`src/design/rip_pkg.sv`:
```
package rip_pkg;

  localparam int unsigned CharW  = 8;
  localparam int unsigned DigitW = 6;
  localparam int unsigned RadixW = 6;
  localparam int unsigned AccW   = 64;
  localparam int unsigned NarrowW = 32;
  localparam int unsigned ProdW  = AccW + RadixW + 1;

  localparam int unsigned QDepth = 2;
  localparam int unsigned QPtrW  = $clog2(QDepth);
  localparam int unsigned QCntW  = $clog2(QDepth + 1);

  localparam logic [RadixW-1:0] RadixMin   = 6'd2;
  localparam logic [RadixW-1:0] RadixMax   = 6'd36;
  localparam logic [RadixW-1:0] RadixReset = 6'd10;
  localparam logic              WideReset  = 1'b1;

  localparam logic RegRadix    = 1'b0;
  localparam logic RegWideMode = 1'b1;

  localparam logic [CharW-1:0] ChZero  = 8'h30;
  localparam logic [CharW-1:0] ChNine  = 8'h39;
  localparam logic [CharW-1:0] ChUpA   = 8'h41;
  localparam logic [CharW-1:0] ChUpZ   = 8'h5A;
  localparam logic [CharW-1:0] ChLowA  = 8'h61;
  localparam logic [CharW-1:0] ChLowZ  = 8'h7A;
  localparam logic [CharW-1:0] UpBias  = ChUpA - 8'd10;
  localparam logic [CharW-1:0] LowBias = ChLowA - 8'd10;

  typedef struct packed {
    logic [DigitW-1:0] digit;
    logic              bad;
    logic              last;
    logic [RadixW-1:0] base;
    logic              wide;
  } entry_t;

endpackage

```
`src/design/radix_integer_parser.sv`:
```
// Channel  | dir | handshake             | payload
// s_axis   | in  | s_axis_tvalid/tready  | tdata: char_code[7:0]; tlast: last_char
// m_axis   | out | m_axis_tvalid/tready  | tdata: number_value[63:0]; tuser: parse_ok
// cfg      | in  | cfg_valid_i/ready_o   | cfg_index_i (0 radix, 1 wide_mode), cfg_data_i
//
// One character per cycle. The front decodes the character and clamps the radix
// into a 2-entry queue; the back does one 64x6 multiply-add and limit check per
// cycle unless stalled; a last character passes the queue, then the output register.
// Reset clears the run state and sets radix 10, wide_mode 1. s_axis stalls only
// when the queue is full; the back stalls only on a last character while a
// result still waits in the output register.
module radix_integer_parser (
  input  logic                         clk_i,
  input  logic                         rst_ni,
  input  logic                         s_axis_tvalid,
  output logic                         s_axis_tready,
  input  logic [rip_pkg::CharW-1:0]    s_axis_tdata,  // char_code[7:0]
  input  logic                         s_axis_tlast,
  output logic                         m_axis_tvalid,
  input  logic                         m_axis_tready,
  output logic [rip_pkg::AccW-1:0]     m_axis_tdata,  // number_value[63:0]
  output logic                         m_axis_tuser,  // parse_ok
  input  logic                         cfg_valid_i,
  output logic                         cfg_ready_o,
  input  logic                         cfg_index_i,
  input  logic [rip_pkg::RadixW-1:0]   cfg_data_i
);
  import rip_pkg::*;

  entry_t front_entry;
  entry_t q_entry;
  logic   q_full;
  logic   q_valid;
  logic   q_pop;
  logic   push;

  assign cfg_ready_o   = 1'b1;
  assign s_axis_tready = !q_full;
  assign push          = s_axis_tvalid && !q_full;

  rip_front u_front (
    .clk_i       (clk_i),
    .rst_ni      (rst_ni),
    .cfg_valid_i (cfg_valid_i),
    .cfg_index_i (cfg_index_i),
    .cfg_data_i  (cfg_data_i),
    .char_i      (s_axis_tdata),
    .last_i      (s_axis_tlast),
    .entry_o     (front_entry)
  );

  rip_fifo u_fifo (
    .clk_i   (clk_i),
    .rst_ni  (rst_ni),
    .push_i  (push),
    .data_i  (front_entry),
    .full_o  (q_full),
    .pop_i   (q_pop),
    .valid_o (q_valid),
    .data_o  (q_entry)
  );

  rip_back u_back (
    .clk_i       (clk_i),
    .rst_ni      (rst_ni),
    .valid_i     (q_valid),
    .entry_i     (q_entry),
    .pop_o       (q_pop),
    .out_valid_o (m_axis_tvalid),
    .out_ready_i (m_axis_tready),
    .value_o     (m_axis_tdata),
    .ok_o        (m_axis_tuser)
  );

endmodule

```
`src/design/rip_front.sv`:
```
module rip_front (
  input  logic                         clk_i,
  input  logic                         rst_ni,
  input  logic                         cfg_valid_i,
  input  logic                         cfg_index_i,
  input  logic [rip_pkg::RadixW-1:0]   cfg_data_i,
  input  logic [rip_pkg::CharW-1:0]    char_i,
  input  logic                         last_i,
  output rip_pkg::entry_t              entry_o
);
  import rip_pkg::*;

  logic [RadixW-1:0] radix_q, radix_d;
  logic              wide_q, wide_d;
  logic [RadixW-1:0] base;
  logic [CharW-1:0]  dval;
  logic              is_digit;

  always_comb begin
    radix_d = radix_q;
    wide_d  = wide_q;
    if (cfg_valid_i) begin
      unique case (cfg_index_i)
        RegRadix:    radix_d = cfg_data_i;
        RegWideMode: wide_d  = cfg_data_i[0];
        default: ;
      endcase
    end
  end

  always_ff @(posedge clk_i or negedge rst_ni) begin
    if (!rst_ni) begin
      radix_q <= RadixReset;
      wide_q  <= WideReset;
    end else begin
      radix_q <= radix_d;
      wide_q  <= wide_d;
    end
  end

  always_comb begin
    if (radix_q < RadixMin)      base = RadixMin;
    else if (radix_q > RadixMax) base = RadixMax;
    else                         base = radix_q;

    is_digit = 1'b1;
    if (char_i >= ChZero && char_i <= ChNine)      dval = char_i - ChZero;
    else if (char_i >= ChUpA && char_i <= ChUpZ)   dval = char_i - UpBias;
    else if (char_i >= ChLowA && char_i <= ChLowZ) dval = char_i - LowBias;
    else begin
      dval     = '0;
      is_digit = 1'b0;
    end

    entry_o.digit = dval[DigitW-1:0];
    entry_o.bad   = !is_digit || (dval[DigitW-1:0] >= base);
    entry_o.last  = last_i;
    entry_o.base  = base;
    entry_o.wide  = wide_q;
  end

endmodule

```
`src/design/rip_fifo.sv`:
```
module rip_fifo (
  input  logic            clk_i,
  input  logic            rst_ni,
  input  logic            push_i,
  input  rip_pkg::entry_t data_i,
  output logic            full_o,
  input  logic            pop_i,
  output logic            valid_o,
  output rip_pkg::entry_t data_o
);
  import rip_pkg::*;

  entry_t            mem_q [QDepth];
  logic [QPtrW-1:0]  wr_q, wr_d, rd_q, rd_d;
  logic [QCntW-1:0]  cnt_q, cnt_d;

  assign full_o  = (cnt_q == QCntW'(QDepth));
  assign valid_o = (cnt_q != '0);
  assign data_o  = mem_q[rd_q];

  always_comb begin
    wr_d  = wr_q;
    rd_d  = rd_q;
    cnt_d = cnt_q;
    if (push_i) wr_d = (wr_q == QPtrW'(QDepth - 1)) ? '0 : wr_q + 1'b1;
    if (pop_i)  rd_d = (rd_q == QPtrW'(QDepth - 1)) ? '0 : rd_q + 1'b1;
    if (push_i && !pop_i)      cnt_d = cnt_q + 1'b1;
    else if (pop_i && !push_i) cnt_d = cnt_q - 1'b1;
  end

  always_ff @(posedge clk_i or negedge rst_ni) begin
    if (!rst_ni) begin
      wr_q  <= '0;
      rd_q  <= '0;
      cnt_q <= '0;
    end else begin
      wr_q  <= wr_d;
      rd_q  <= rd_d;
      cnt_q <= cnt_d;
    end
  end

  always_ff @(posedge clk_i) begin
    if (push_i) mem_q[wr_q] <= data_i;
  end

endmodule

```
`src/design/rip_back.sv`:
```
module rip_back (
  input  logic                     clk_i,
  input  logic                     rst_ni,
  input  logic                     valid_i,
  input  rip_pkg::entry_t          entry_i,
  output logic                     pop_o,
  output logic                     out_valid_o,
  input  logic                     out_ready_i,
  output logic [rip_pkg::AccW-1:0] value_o,
  output logic                     ok_o
);
  import rip_pkg::*;

  logic [AccW-1:0]  acc_q, acc_d;
  logic             ovf_q, ovf_d;
  logic             bad_q, bad_d;
  logic             ovalid_q, ovalid_d;
  logic [AccW-1:0]  oval_q, oval_d;
  logic             ook_q, ook_d;
  logic [ProdW-1:0] sum;
  logic             over;
  logic             ok;

  assign pop_o = valid_i && (!entry_i.last || !ovalid_q || out_ready_i);

  always_comb begin
    sum  = ProdW'(acc_q) * ProdW'(entry_i.base) + ProdW'(entry_i.digit);
    over = entry_i.wide ? (|sum[ProdW-1:AccW]) : (|sum[ProdW-1:NarrowW]);

    acc_d    = acc_q;
    ovf_d    = ovf_q;
    bad_d    = bad_q;
    ovalid_d = ovalid_q && !out_ready_i;
    oval_d   = oval_q;
    ook_d    = ook_q;
    ok       = 1'b0;

    if (pop_o) begin
      if (entry_i.bad) bad_d = 1'b1;
      else if (!ovf_q) begin
        if (over) ovf_d = 1'b1;
        else      acc_d = sum[AccW-1:0];
      end
      if (entry_i.last) begin
        ok       = !bad_d && !ovf_d;
        ovalid_d = 1'b1;
        oval_d   = ok ? acc_d : '0;
        ook_d    = ok;
        acc_d    = '0;
        ovf_d    = 1'b0;
        bad_d    = 1'b0;
      end
    end
  end

  always_ff @(posedge clk_i or negedge rst_ni) begin
    if (!rst_ni) begin
      acc_q    <= '0;
      ovf_q    <= 1'b0;
      bad_q    <= 1'b0;
      ovalid_q <= 1'b0;
    end else begin
      acc_q    <= acc_d;
      ovf_q    <= ovf_d;
      bad_q    <= bad_d;
      ovalid_q <= ovalid_d;
    end
  end

  always_ff @(posedge clk_i) begin
    oval_q <= oval_d;
    ook_q  <= ook_d;
  end

  assign out_valid_o = ovalid_q;
  assign value_o     = oval_q;
  assign ok_o        = ook_q;

endmodule

```
`config.mk`:
```
export PLATFORM = sky130hd
export DESIGN_NAME = radix_integer_parser
export DESIGN_NICKNAME = d
export VERILOG_FILES = /design/src/design/rip_pkg.sv /design/src/design/radix_integer_parser.sv /design/src/design/rip_front.sv /design/src/design/rip_fifo.sv /design/src/design/rip_back.sv
export SDC_FILE = /design/constraint.sdc
export NUM_CORES = 1
export LEC_CHECK = 0
export BUFFER_PORTS_ARGS = -buffer_cell sky130_fd_sc_hd__buf_2
export CAP_MARGIN = 0
export CORE_MARGIN = 4
export CORE_UTILIZATION = 30
export DETAILED_ROUTE_END_ITERATION = 16
export PLACE_DENSITY = 0.52
export SLEW_MARGIN = 20
export SYNTH_ARGS = -nofsm -noshare
export SYNTH_HDL_FRONTEND = slang
export SYNTH_SLANG_ARGS = --single-unit
```
`constraint.sdc`:
```
create_clock -name clk_i -period 16.9 [get_ports clk_i]
set_input_delay 0.845 -clock clk_i [delete_from_list [all_inputs] [get_ports clk_i]]
set_output_delay 0.845 -clock clk_i [all_outputs]
set_load 0.05 [all_outputs]
```
[Yosys cells after proc, flatten, opt, wreduce, memory -nomap -nowiden]
Memory sizes are Yosys's and may differ from the RTL's.
Cells that the tools add are included.
Word-level totals
  register bits after elaboration: 143
  memory bits (writable): 30
  input bits: 21
  output and inout port bits: 68
  logic and storage cells: 89
  memories kept: 1
Operators by class
  add/subtract/negate cells: 8
  $mul: 1
  magnitude comparators: 9
  eq/ne operators: 1
  multiplexer cells: 29
  bitwise gates (word level): 1
  reduce and logical (&&, ||, !) cells: 28
Memory list
  u_fifo.mem_q: words 2, bits a word 15, read ports 1, clocked after Yosys merged registers in 0, wr ports 1, RTL line rip_fifo.sv:13  | entry_t mem_q [QDepth];
Operators by type and width (count)
  64-bit two-way mux: 4
  70-bit by 6-bit adder with 71-bit output: 1
  64-bit by 6-bit multiplier with 70-bit output: 1
  39-bit OR reduction: 1
  6-bit two-way mux: 5
  1-bit two-way mux: 18
  8-bit by 7-bit >= comparator with 1-bit output (second input constant): 2
  8-bit by 7-bit less-or-equal comparator with 1-bit output (second input constant): 2
  6-bit subtractor (second input constant): 2
  1-bit logical AND: 9
  1-bit logical NOT: 9
  8-bit by 6-bit >= comparator with 1-bit output (second input constant): 1
  8-bit by 6-bit less-or-equal comparator with 1-bit output (second input constant): 1
  7-bit OR reduction: 1
  6-bit >= comparator: 1
  6-bit greater-than comparator (second input constant): 1
  6-bit by 2-bit less-than comparator with 1-bit output (second input constant): 1
  2-bit AND reduction: 3
  6-bit by 5-bit subtractor with 6-bit output (second input constant): 1
  2-bit two-way mux: 2
  2-bit nonzero test: 2
  1-bit logical OR: 3
  1-bit adder (second input constant): 2
  2-bit by 1-bit adder with 2-bit output (second input constant): 1
  other kinds (3): 3

[Longest topological paths before layout]
Gate-level depths: netlist (run 1).
An unclocked memory read counts as a cell.
  depth after elaboration: 11
  mapped depth: 28
  depth with buffers taken out: 23

[Modules after synthesis]
Synthesis (run 1) repeated with hierarchy kept, for this count alone.
Unflattened totals
  cell total of the unflattened synthesis: 2171
  area, all modules: 21804.7 sq um
Modules (own cells, without submodules)
  rip_back: times used 1, cells an instance 2001, area each 19572.5 sq um, seq. area each 3628.5 sq um
  rip_fifo: times used 1, cells an instance 63, area each 1323.8 sq um, seq. area each 1001.0 sq um
  rip_front: times used 1, cells an instance 103, area each 887.1 sq um, seq. area each 178.9 sq um
  radix_integer_parser: times used 1, cells an instance 4, area each 21.3 sq um, seq. area each 0.0 sq um

[Worst setup path before layout (run 1)]
No wires, ideal clock.
  kind: register to register
  from: register u_fifo.rd_q
  to: register u_back.acc_q[10]
  setup time: 127 ps
  arrival time: 7183 ps
  data required time: 16773 ps
  path slack: 9589 ps
  cell stages (with the launch flop): 29
  path buffers: 5
  period minus slack after synthesis: 7311 ps
  cell sequence: dfrtp_1 -> clkbuf_1 -> buf_1 -> mux2_1 -> clkbuf_1 -> and2_1 -> fa_1 -> inv_1 -> fa_1 -> inv_1 -> fa_1 -> inv_1 -> fa_1 -> inv_1 -> ha_1 -> nand3_1 -> or2_1 -> a211oi_1 -> o21ai_1 -> a21o_1 -> nand2_1 -> xnor2_1 -> nand4b_1 -> or4_4 -> or4_4 -> buf_6 -> buf_8 -> nand3_2 -> o21ai_2
On the way
  longest elaborated chain between the ends: 9
  elaborated cells between the ends (all ways): 14
  those cells by class: add/sub (1); mul (1); mux (5); reduce/logical (6); memory (1)
Ends and longest elaborated chain
  from (decl): RTL line rip_fifo.sv:14  | logic [QPtrW-1:0] wr_q, wr_d, rd_q, rd_d;
  from (signal assigned): RTL line rip_fifo.sv:38  | rd_q <= rd_d;
  memory 2 x 15 bit *
  64-bit by 6-bit multiplier with 70-bit output: RTL line rip_back.sv:27  | sum = ProdW'(acc_q) * ProdW'(entry_i.base) + ProdW'(entry_i.digit);
  70-bit by 6-bit adder with 71-bit output: RTL line rip_back.sv:27
  39-bit OR reduction / 7-bit OR reduction (equally long branches): RTL line rip_back.sv:28  | over = entry_i.wide ? (|sum[ProdW-1:AccW]) : (|sum[ProdW-1:NarrowW]);
  1-bit two-way mux: RTL line rip_back.sv:28
  64-bit two-way mux: RTL line rip_back.sv:41  | if (over) ovf_d = 1'b1;
  64-bit two-way mux: RTL line rip_back.sv:40  | else if (!ovf_q) begin
  64-bit two-way mux: RTL line rip_back.sv:39  | if (entry_i.bad) bad_d = 1'b1;
  64-bit two-way mux: RTL line rip_back.sv:44  | if (entry_i.last) begin
  to (signal assigned): RTL line rip_back.sv:58  | acc_q <= '0;
  to (signal assigned): RTL line rip_back.sv:63  | acc_q <= acc_d;
  to (decl): RTL line rip_back.sv:14  | logic [AccW-1:0] acc_q, acc_d;
Mark *: on every way between the ends. The rest lies on a longest branch, timed or not.
A chain may end at the register's enable or synchronous reset.

[Final worst setup path (run 1)]
  from: register u_fifo.rd_q
  to: register u_back.oval_q[48], in the netlist u_back.value_o[48], data pin
On the way
  longest elaborated chain between the ends: 11
  elaborated cells between the ends (all ways): 18
  those cells by class: add/sub (1); mul (1); mux (10); reduce/logical (5); memory (1)
Ends and longest elaborated chain
  memory 2 x 15 bit *
  64-bit by 6-bit multiplier with 70-bit output: RTL line rip_back.sv:27
  70-bit by 6-bit adder with 71-bit output: RTL line rip_back.sv:27
  39-bit OR reduction / 7-bit OR reduction (equally long branches): RTL line rip_back.sv:28
  1-bit two-way mux: RTL line rip_back.sv:28
  1-bit two-way mux: RTL line rip_back.sv:41
  1-bit two-way mux: RTL line rip_back.sv:40
  1-bit two-way mux: RTL line rip_back.sv:39
  1-bit two-way mux: RTL line rip_back.sv:38  | if (pop_o) begin
  1-bit logical NOT: RTL line rip_back.sv:45  | ok = !bad_d && !ovf_d;
  1-bit logical AND: RTL line rip_back.sv:45
  to (signal assigned): RTL line rip_back.sv:71  | oval_q <= oval_d;
  to (decl): RTL line rip_back.sv:18  | logic [AccW-1:0] oval_q, oval_d;
Mark *: on every way between the ends. The rest lies on a longest branch, timed or not. The select of a mux whose other input is x is not followed.

==> results.yml, run 1 <==
floorplanning:
  core-area_um2: 71600
  dieWidth_um: 277
  initial_utilization: 0.303
  rows: 98
  dieHeight_um: 277
  die-area_um2: 76800
  io_pins: 89
pwr:
  p_leak_nw: 10.5
  peakVddDrop_mv: 0.285
  finalPower_w: 0.00407
  powerDensity_nw_per_um2: 173
route:
  viasPerCell: 5.22
  routed_wl_um: 61500
  drt_first_pass_iters: 5
  route.detailed.drc: 0
  detail_route.iter0.violations: 1328
  dr_wl_met2_um: 28100
  num_vias: 16600
  wl_met3_um: 3640
  dr.max_layer_used: "met4"
  drt.antenna.violating_nets: 0
  wire_per_inst_um: 19.4
  m1WireLength_um: 28900
global_route:
  grt-ovfl-total: 0
  grt_max_degree: 67
  grt_use_total: 0.163
  antenna_found_initial: 0
  grt_pass1_vias: 17400
  grt_pass1_wl_um: 101000
logic_synthesis:
  synth_top_family_by_area: "adder cells"
  muxShareOfSynthArea: 0.0139
  async_flop_share: 0.451
  syn_inst: 2214
  synth_xor_area_frac: 0.0229
  ys_ff_latch: 173
  synth.avg_cell_area_um2: 9.81
  synthSimpleGateAreaFrac: 0.239
  synth_fp_nets: 2652
  synth_edf_count: 95
  synth_compound_area_frac: 0.128
  synthAdderAreaFrac: 0.327
  seq_area_frac_synth: 0.221
  ys_types: 92
  yosysWarnings: 0
  synth-main-ff-cell: "edfxtp_1"
  synth_area_um2: 21700
worst_setup_path:
  crit_path_top_delay_cell: "dfrtp_1"
  required_ns: 17.08
  worstPathMaxFanout: 64
  worst_ep_arrival_time_ns: 9.70
  r2r_start: "u_fifo.rd_q$_DFFE_PN0P_"
  reg2reg_setup_slack_ns: 7.39
  worstSetupStartpointType: "register"
  cpMostUsedCell: "fa_1"
  reg2reg_depth: 24
  reg2reg_to: "u_back.value_o[48]$_SDFFCE_PN0P_"
  critPathMaxStageDelay_ns: 0.96
  cp-startpoint: "u_fifo.rd_q$_DFFE_PN0P_"
  path_class: "register to register"
  cp-end-kind: "register"
  crit_chain: "mux2i_4, buf_4, nand2b_1, fa_1, fa_1, inv_1, fa_1, inv_1, fa_1, inv_1, ha_1, o211ai_1, a21oi_2, o2111ai_1, nand4_1, a31oi_1, o31ai_1, xnor2_1, nand4_1, or4_4, nor2_1, a31oi_4, buf_4, nor3_1"
min_path:
  hp-class: "input port to asynchronous set/reset pin"
sta:
  setup_viol: 0
  min_period_ns: 9.51
  worst_slack_ns: 7.39
  slew_viol_final: 0
  fin_crit_sh: 0.563
  clock_skew_ns: 0.0231
  rsz0062_at_grt: "false"
  fmax_mhz: 105
  setup_tns_ns: 0
  finalHoldViolations: 0
  slew_headroom: 0.306
  worst_pin_slew_ns: 1.03
cts:
  cts_tree: "done"
  insertion_delay_ns: 0.49
  cts_buffer_depth: 2
  cts_buffers: 17
  cts_num_sinks: 173
  post_cts_resized: 0
  path_clk_slew_ns: 0.09
  cts_setup_buffers: 0
  h-tree-depth: 4
  clockRootBuffer: "clkbuf_16"
  hold_buffers: 0
run:
  drv_cap: 0
layout:
  fin_area_um2: 23500
  area_growth_pct: 8.24
  fin_nets: 2647
  final_layout_size_suffix_gt1_frac: 0.131
  final_cells: 3174
place:
  gp_congestion: 0.919
  dp_hpwl_um: 48300
  preCtsSetupSlack_ns: 7.56
  portBuffers: 87
  dp_cells: 3140
  place_area_um2: 22900
status:
  status: "complete, no violations"
-- worst max path at each step --
stage,endpoint,slack (ns),cells after the start
after detailed placement,u_back.value_o[48]$_SDFFCE_PN0P_,7.56,24
after global placement,u_back.value_o[48]$_SDFFCE_PN0P_,7.47,24
after floorplan,u_back.acc_q[10]$_DFFE_PN0P_,9.59,28
after global routing,u_back.value_o[48]$_SDFFCE_PN0P_,7.08,24
after CTS,u_back.value_o[48]$_SDFFCE_PN0P_,7.50,24
final,u_back.value_o[48]$_SDFFCE_PN0P_,7.39,24
-- cells by family (layout without fill, tap and decap cells) --
family,after synthesis,in the layout
adders and majority gates,417,417
buffers and inverters,223,231
DFF,173,173
xor gates and xnor gates,55,55
muxes,28,28
and+or+nand+nor,898,898
AOI/OAI and AO/OA,419,419
other,1,3
-- metal layers --
metal	global-route usage	vias up
met3	0.0261	58
li1	-	7647
met4	0.0340	0
met2	0.259	460
met1	0.235	8401
met5	0	-
-- state kept, by name, indices dropped and copies added, names as in the netlist, 2 cells and up --
register	flops
u_back.acc_q	64
u_back.value_o	64
u_fifo.mem_q	30
u_front.radix_q	6
u_fifo.cnt_q	2
-- worst max-delay path: cells and delay by family (launching register included) --
| family | cells | cell delay, ns |
|---|---|---|
| AOI/OAI and AO/OA | 6 | 1.48 |
| xor gates and xnor gates | 1 | 0.70 |
| adders and majority gates | 5 | 2.43 |
| buffers and inverters | 5 | 1.25 |
| DFF | 1 | 0.96 |
| muxes | 1 | 0.34 |
| and+or+nand+nor | 6 | 1.99 |
-- through the flow --
stage               hold slack, ns  utilization
floorplan                    0.456            -
global placement             0.476        0.319
detailed placement           0.485        0.319
CTS                          0.343        0.328
global route                 0.374        0.328
finish                       0.354        0.328
-- cell usage in the layout (no fill, tap or decap), types with 25 or more instances in the layout --
master    instances
nand4_1          43
ha_1            165
buf_2            86
and2_1          181
nor3_1           87
o21ai_0          62
nand2_1         130
o21ai_2          28
nand3_1          27
nand3_2          61
a21oi_1         107
xnor2_1          28
fa_1            252
edfxtp_1         95
inv_1           100
xor2_1           25
dfrtp_1          75
o21ai_1          56
nor2_1           97
nor2b_1         190
a21o_1           29
-- synthesized netlist by cell type, drive strengths merged, types with 5 or more instances --
cell type | instances | share of area
nand2 | 132 | 0.023
or3 | 10 | 0.0031
a21oi | 120 | 0.030
fa | 252 | 0.23
buf | 55 | 0.018
or2 | 11 | 0.0032
nor3 | 88 | 0.021
o211ai | 20 | 0.0071
clkbuf | 67 | 0.012
ha | 165 | 0.095
nor2 | 98 | 0.017
a21o | 29 | 0.010
inv | 101 | 0.017
and2 | 181 | 0.052
a211oi | 10 | 0.0039
nor4 | 7 | 0.0023
xnor2 | 29 | 0.012
nor2b | 190 | 0.055
o21a | 8 | 0.0028
a31oi | 15 | 0.0049
edfxtp | 95 | 0.13
and3 | 9 | 0.0028
xor2 | 26 | 0.011
mux2 | 18 | 0.0093
dfrtp | 75 | 0.086
mux2i | 10 | 0.0046
nand4 | 43 | 0.012
and4 | 5 | 0.0020
o21ai | 146 | 0.038
o31ai | 7 | 0.0026
nand2b | 21 | 0.0060
nand3 | 88 | 0.034
o21bai | 14 | 0.0048
-- report_power, final --
part | switching (W) | internal (W) | leakage, nW
clock network | 0.000215 | 0.000217 | 0.304
logic | 0.00217 | 0.000748 | 8.21
registers | 0.000106 | 0.000622 | 1.97
-- layout make-up --
class | instances | area [µm²]
Clock buffer | 17 | 425
Clock inverter | 15 | 211
Antenna cell | 2 | 5.00
Fill cell | 7445 | 48100
Sequential cell | 173 | 4810
Multi-Input combinational cell | 1818 | 16000
Timing Repair Buffer | 98 | 520
Tap cell | 950 | 1190
Inverter | 101 | 380
(Power assumes the default switching activity.)
==> run 2, diff against run 1 <==
Settings changed: ABC_AREA set to 1, PLACE_DENSITY 0.52 to 0.53.
Clock period 16.9 ns to 7.75 ns, I/O delays scaled along.
==> results.yml, run 2 <==
status:
  status: "complete, no violations"
route:
  detail_route.iter0.violations: 1545
  drt.antenna.violating_nets: 0
  route.detailed.drc: 0
  routed_wl_um: 74700
  wire_per_inst_um: 17.9
  viasPerCell: 4.81
  drt_first_pass_iters: 5
  num_vias: 20000
pwr:
  powerDensity_nw_per_um2: 352
  switchingPower_w: 0.00527
  clkPwrFrac: 0.109
  swShare: 0.601
  internal-power_w: 0.00350
  peakVddDrop_mv: 0.407
  p_seq_frac: 0.170
  p_leak_nw: 13.5
  p_comb_frac: 0.720
place:
  dp_hpwl_um: 59400
  portBuffers: 87
  dp_cells: 4131
  preCtsSetupSlack_ns: 0.316
  gp_congestion: 1.04
floorplanning:
  dieHeight_um: 283
  dieWidth_um: 283
  io_pins: 89
  initial_utilization: 0.303
  die-area_um2: 80000
  core-area_um2: 74700
  rows: 100
sta:
  worst_pin_slew_ns: 0.953
  fin_crit_sh: 0.966
  slew_viol_final: 0
  finalHoldViolations: 0
  setup_tns_ns: 0
  slew_headroom: 0.365
  rsz0062_at_grt: "false"
  fmax_mhz: 134
  min_period_ns: 7.49
  clock_skew_ns: 0.0286
  whs_ns: 0.0557
  setup_viol: 0
  worst_slack_ns: 0.261
logic_synthesis:
  ys_ff_latch: 173
  seq_area_frac_synth: 0.212
  async_flop_share: 0.451
  ys_types: 49
  yosys-top-cells-count: "nand2_1 (917), nor2_1 (544), inv_1 (528)"
  synth-main-ff-cell: "edfxtp_1"
  yosysMostFrequentCell: "nand2_1"
  syn_inst: 3138
  synth_edf_count: 95
  synth_area_um2: 22700
  synth.avg_cell_area_um2: 7.22
  synth_fp_nets: 3576
  yosysWarnings: 0
  yosysTopAreaCell: "fa_1"
  netlist.area_leader.share: 0.223
  synthTopCellsByArea: "fa_1 (22%), nand2_1 (15%), edfxtp_1 (13%)"
cts:
  h-tree-depth: 4
  cts_buffers: 17
  clockRootBuffer: "clkbuf_16"
  cts_buffer_depth: 2
  cts_num_sinks: 173
  insertion_delay_ns: 0.51
  cts_tree: "done"
  path_clk_slew_ns: 0.08
global_route:
  grt_pass1_vias: 20400
  grt_use_total: 0.192
  grt-ovfl-total: 0
  grt_pass1_wl_um: 119000
  grt_max_degree: 69
  antenna_found_initial: 1
worst_setup_path:
  reg2reg_depth: 27
  path_class: "register to register"
  cp-end-kind: "register"
  cp-startpoint: "u_fifo.rd_q$_DFFE_PN0P_"
  worst_ep_arrival_time_ns: 7.88
  r2r_start: "u_fifo.rd_q$_DFFE_PN0P_"
  reg2reg_setup_slack_ns: 0.26
  cp-endpoint: "u_back.acc_q[38]$_DFFE_PN0P_"
  reg2reg_to: "u_back.acc_q[38]$_DFFE_PN0P_"
  required_ns: 8.14
  worstPathMaxFanout: 65
  worstSetupStartpointType: "register"
layout:
  final_common_cell: "nand2_1"
  fill_cells: 8029
  area_growth_pct: 9.80
  final_layout_size_suffix_gt1_frac: 0.0685
  final_cells: 4166
  fin_nets: 3620
  regArea_um2: 4810
  multi_input_area_um2: 15500
  final_cell_mix: "nand2_1 (917), nor2_1 (542), inv_1 (527), fa_1 (252), ha_1 (165)"
  utilization: 0.333
run:
  drv_cap: 0
min_path:
  hold_start: "cfg_index_i"
  hp-class: "input port to register"
[run 2: per-stage QoR]
stage / cell area, µm² / total power, W
2_1_floorplan: 22700 / 0.00573
3_3_place_gp: 24200 / 0.00783
3_5_place_dp: 24200 / 0.00780
4_1_cts: 24900 / 0.00884
5_1_grt: 24900 / 0.00950
6_report: 24900 / 0.00877
[run 2: worst max-delay path: stages, from the launching register on]
cell and delay (ns):
dfrtp_1 0.35, inv_1 0.16, or2_2 0.35, o21ai_4 0.07
buf_4 0.40, nor2_1 0.12, fa_1 0.56, fa_1 0.68
fa_1 0.47, ha_1 0.29, ha_1 0.40, nand2_1 0.15
inv_1 0.05, a21oi_1 0.20, o21ai_0 0.20, a21oi_1 0.43
buf_4 0.19, nor2_1 0.03, nor2_1 0.09, nand2_1 0.06
xor2_1 0.14, nor2_1 0.11, nand2_1 0.09, nor2_4 0.19
buf_4 0.75, nand4_1 0.49, nand3_1 0.21, nand2_1 0.06
[run 2: timing repair]
| item | CTS | global route |
|---|---|---|
| endpoints found under the setup margin | 0 | 3 |
| hold endpoints to repair | 27 | 0 |
| setup buffers | 0 | 0 |
| resized for setup | 0 | 1 |
| hold buffers | 1 | 0 |
[run 2: layer usage]
| layer | GRT usage | routed length, µm | up-vias |
|---|---|---|---|
| met1 | 0.269 | 34900 | 9626 |
| met2 | 0.308 | 33200 | 586 |
| met5 | 0 | 0 | - |
| li1 | - | - | 9692 |
| met3 | 0.0251 | 4010 | 125 |
| met4 | 0.0644 | 2500 | 0 |
[run 2: worst min path at each step]
stage                                              end  slack, ns  cells past startpoint
after floorplan            u_back.acc_q[0]$_DFFE_PN0P_       0.09                      0
after CTS                   u_front.wide_q$_DFFE_PN1P_      0.009                      2
after detailed placement  u_back.acc_q[61]$_DFFE_PN0P_       0.39                      1
final                       u_front.wide_q$_DFFE_PN1P_       0.06                      2
after global placement    u_back.acc_q[61]$_DFFE_PN0P_       0.39                      1
after global routing        u_front.wide_q$_DFFE_PN1P_       0.05                      2
[run 2: power groups by stage]
stage | sequential [W] | clock [W] | combinational, W
2_1_floorplan | 0.00211 | 0 | 0.00362
3_3_place_gp | 0.00152 | 0 | 0.00631
3_5_place_dp | 0.00150 | 0 | 0.00630
4_1_cts | 0.00150 | 0.000998 | 0.00634
5_1_grt | 0.00153 | 0.00103 | 0.00695
6_report | 0.00149 | 0.000958 | 0.00632
[run 2: layout make-up]
type                    count  area share
diodes                      2    0.000201
clock buffers              17      0.0171
clock inverters            15     0.00885
inverters                 532      0.0803
multi-input cells        2344       0.623
flip-flops and latches    173       0.193
well taps                 969      0.0487
repair buffers            114      0.0285
[run 2: logic make-up after synthesis]
kind of cell,share of synthesized area
other,0.000166
multiplexers,0.00182
buffers and inverters,0.108
adder cells (fa/ha/maj),0.314
AO/OA/AOI/OAI,0.0304
flip-flops,0.212
XOR/XNOR,0.0143
AND/OR/NAND/NOR,0.319
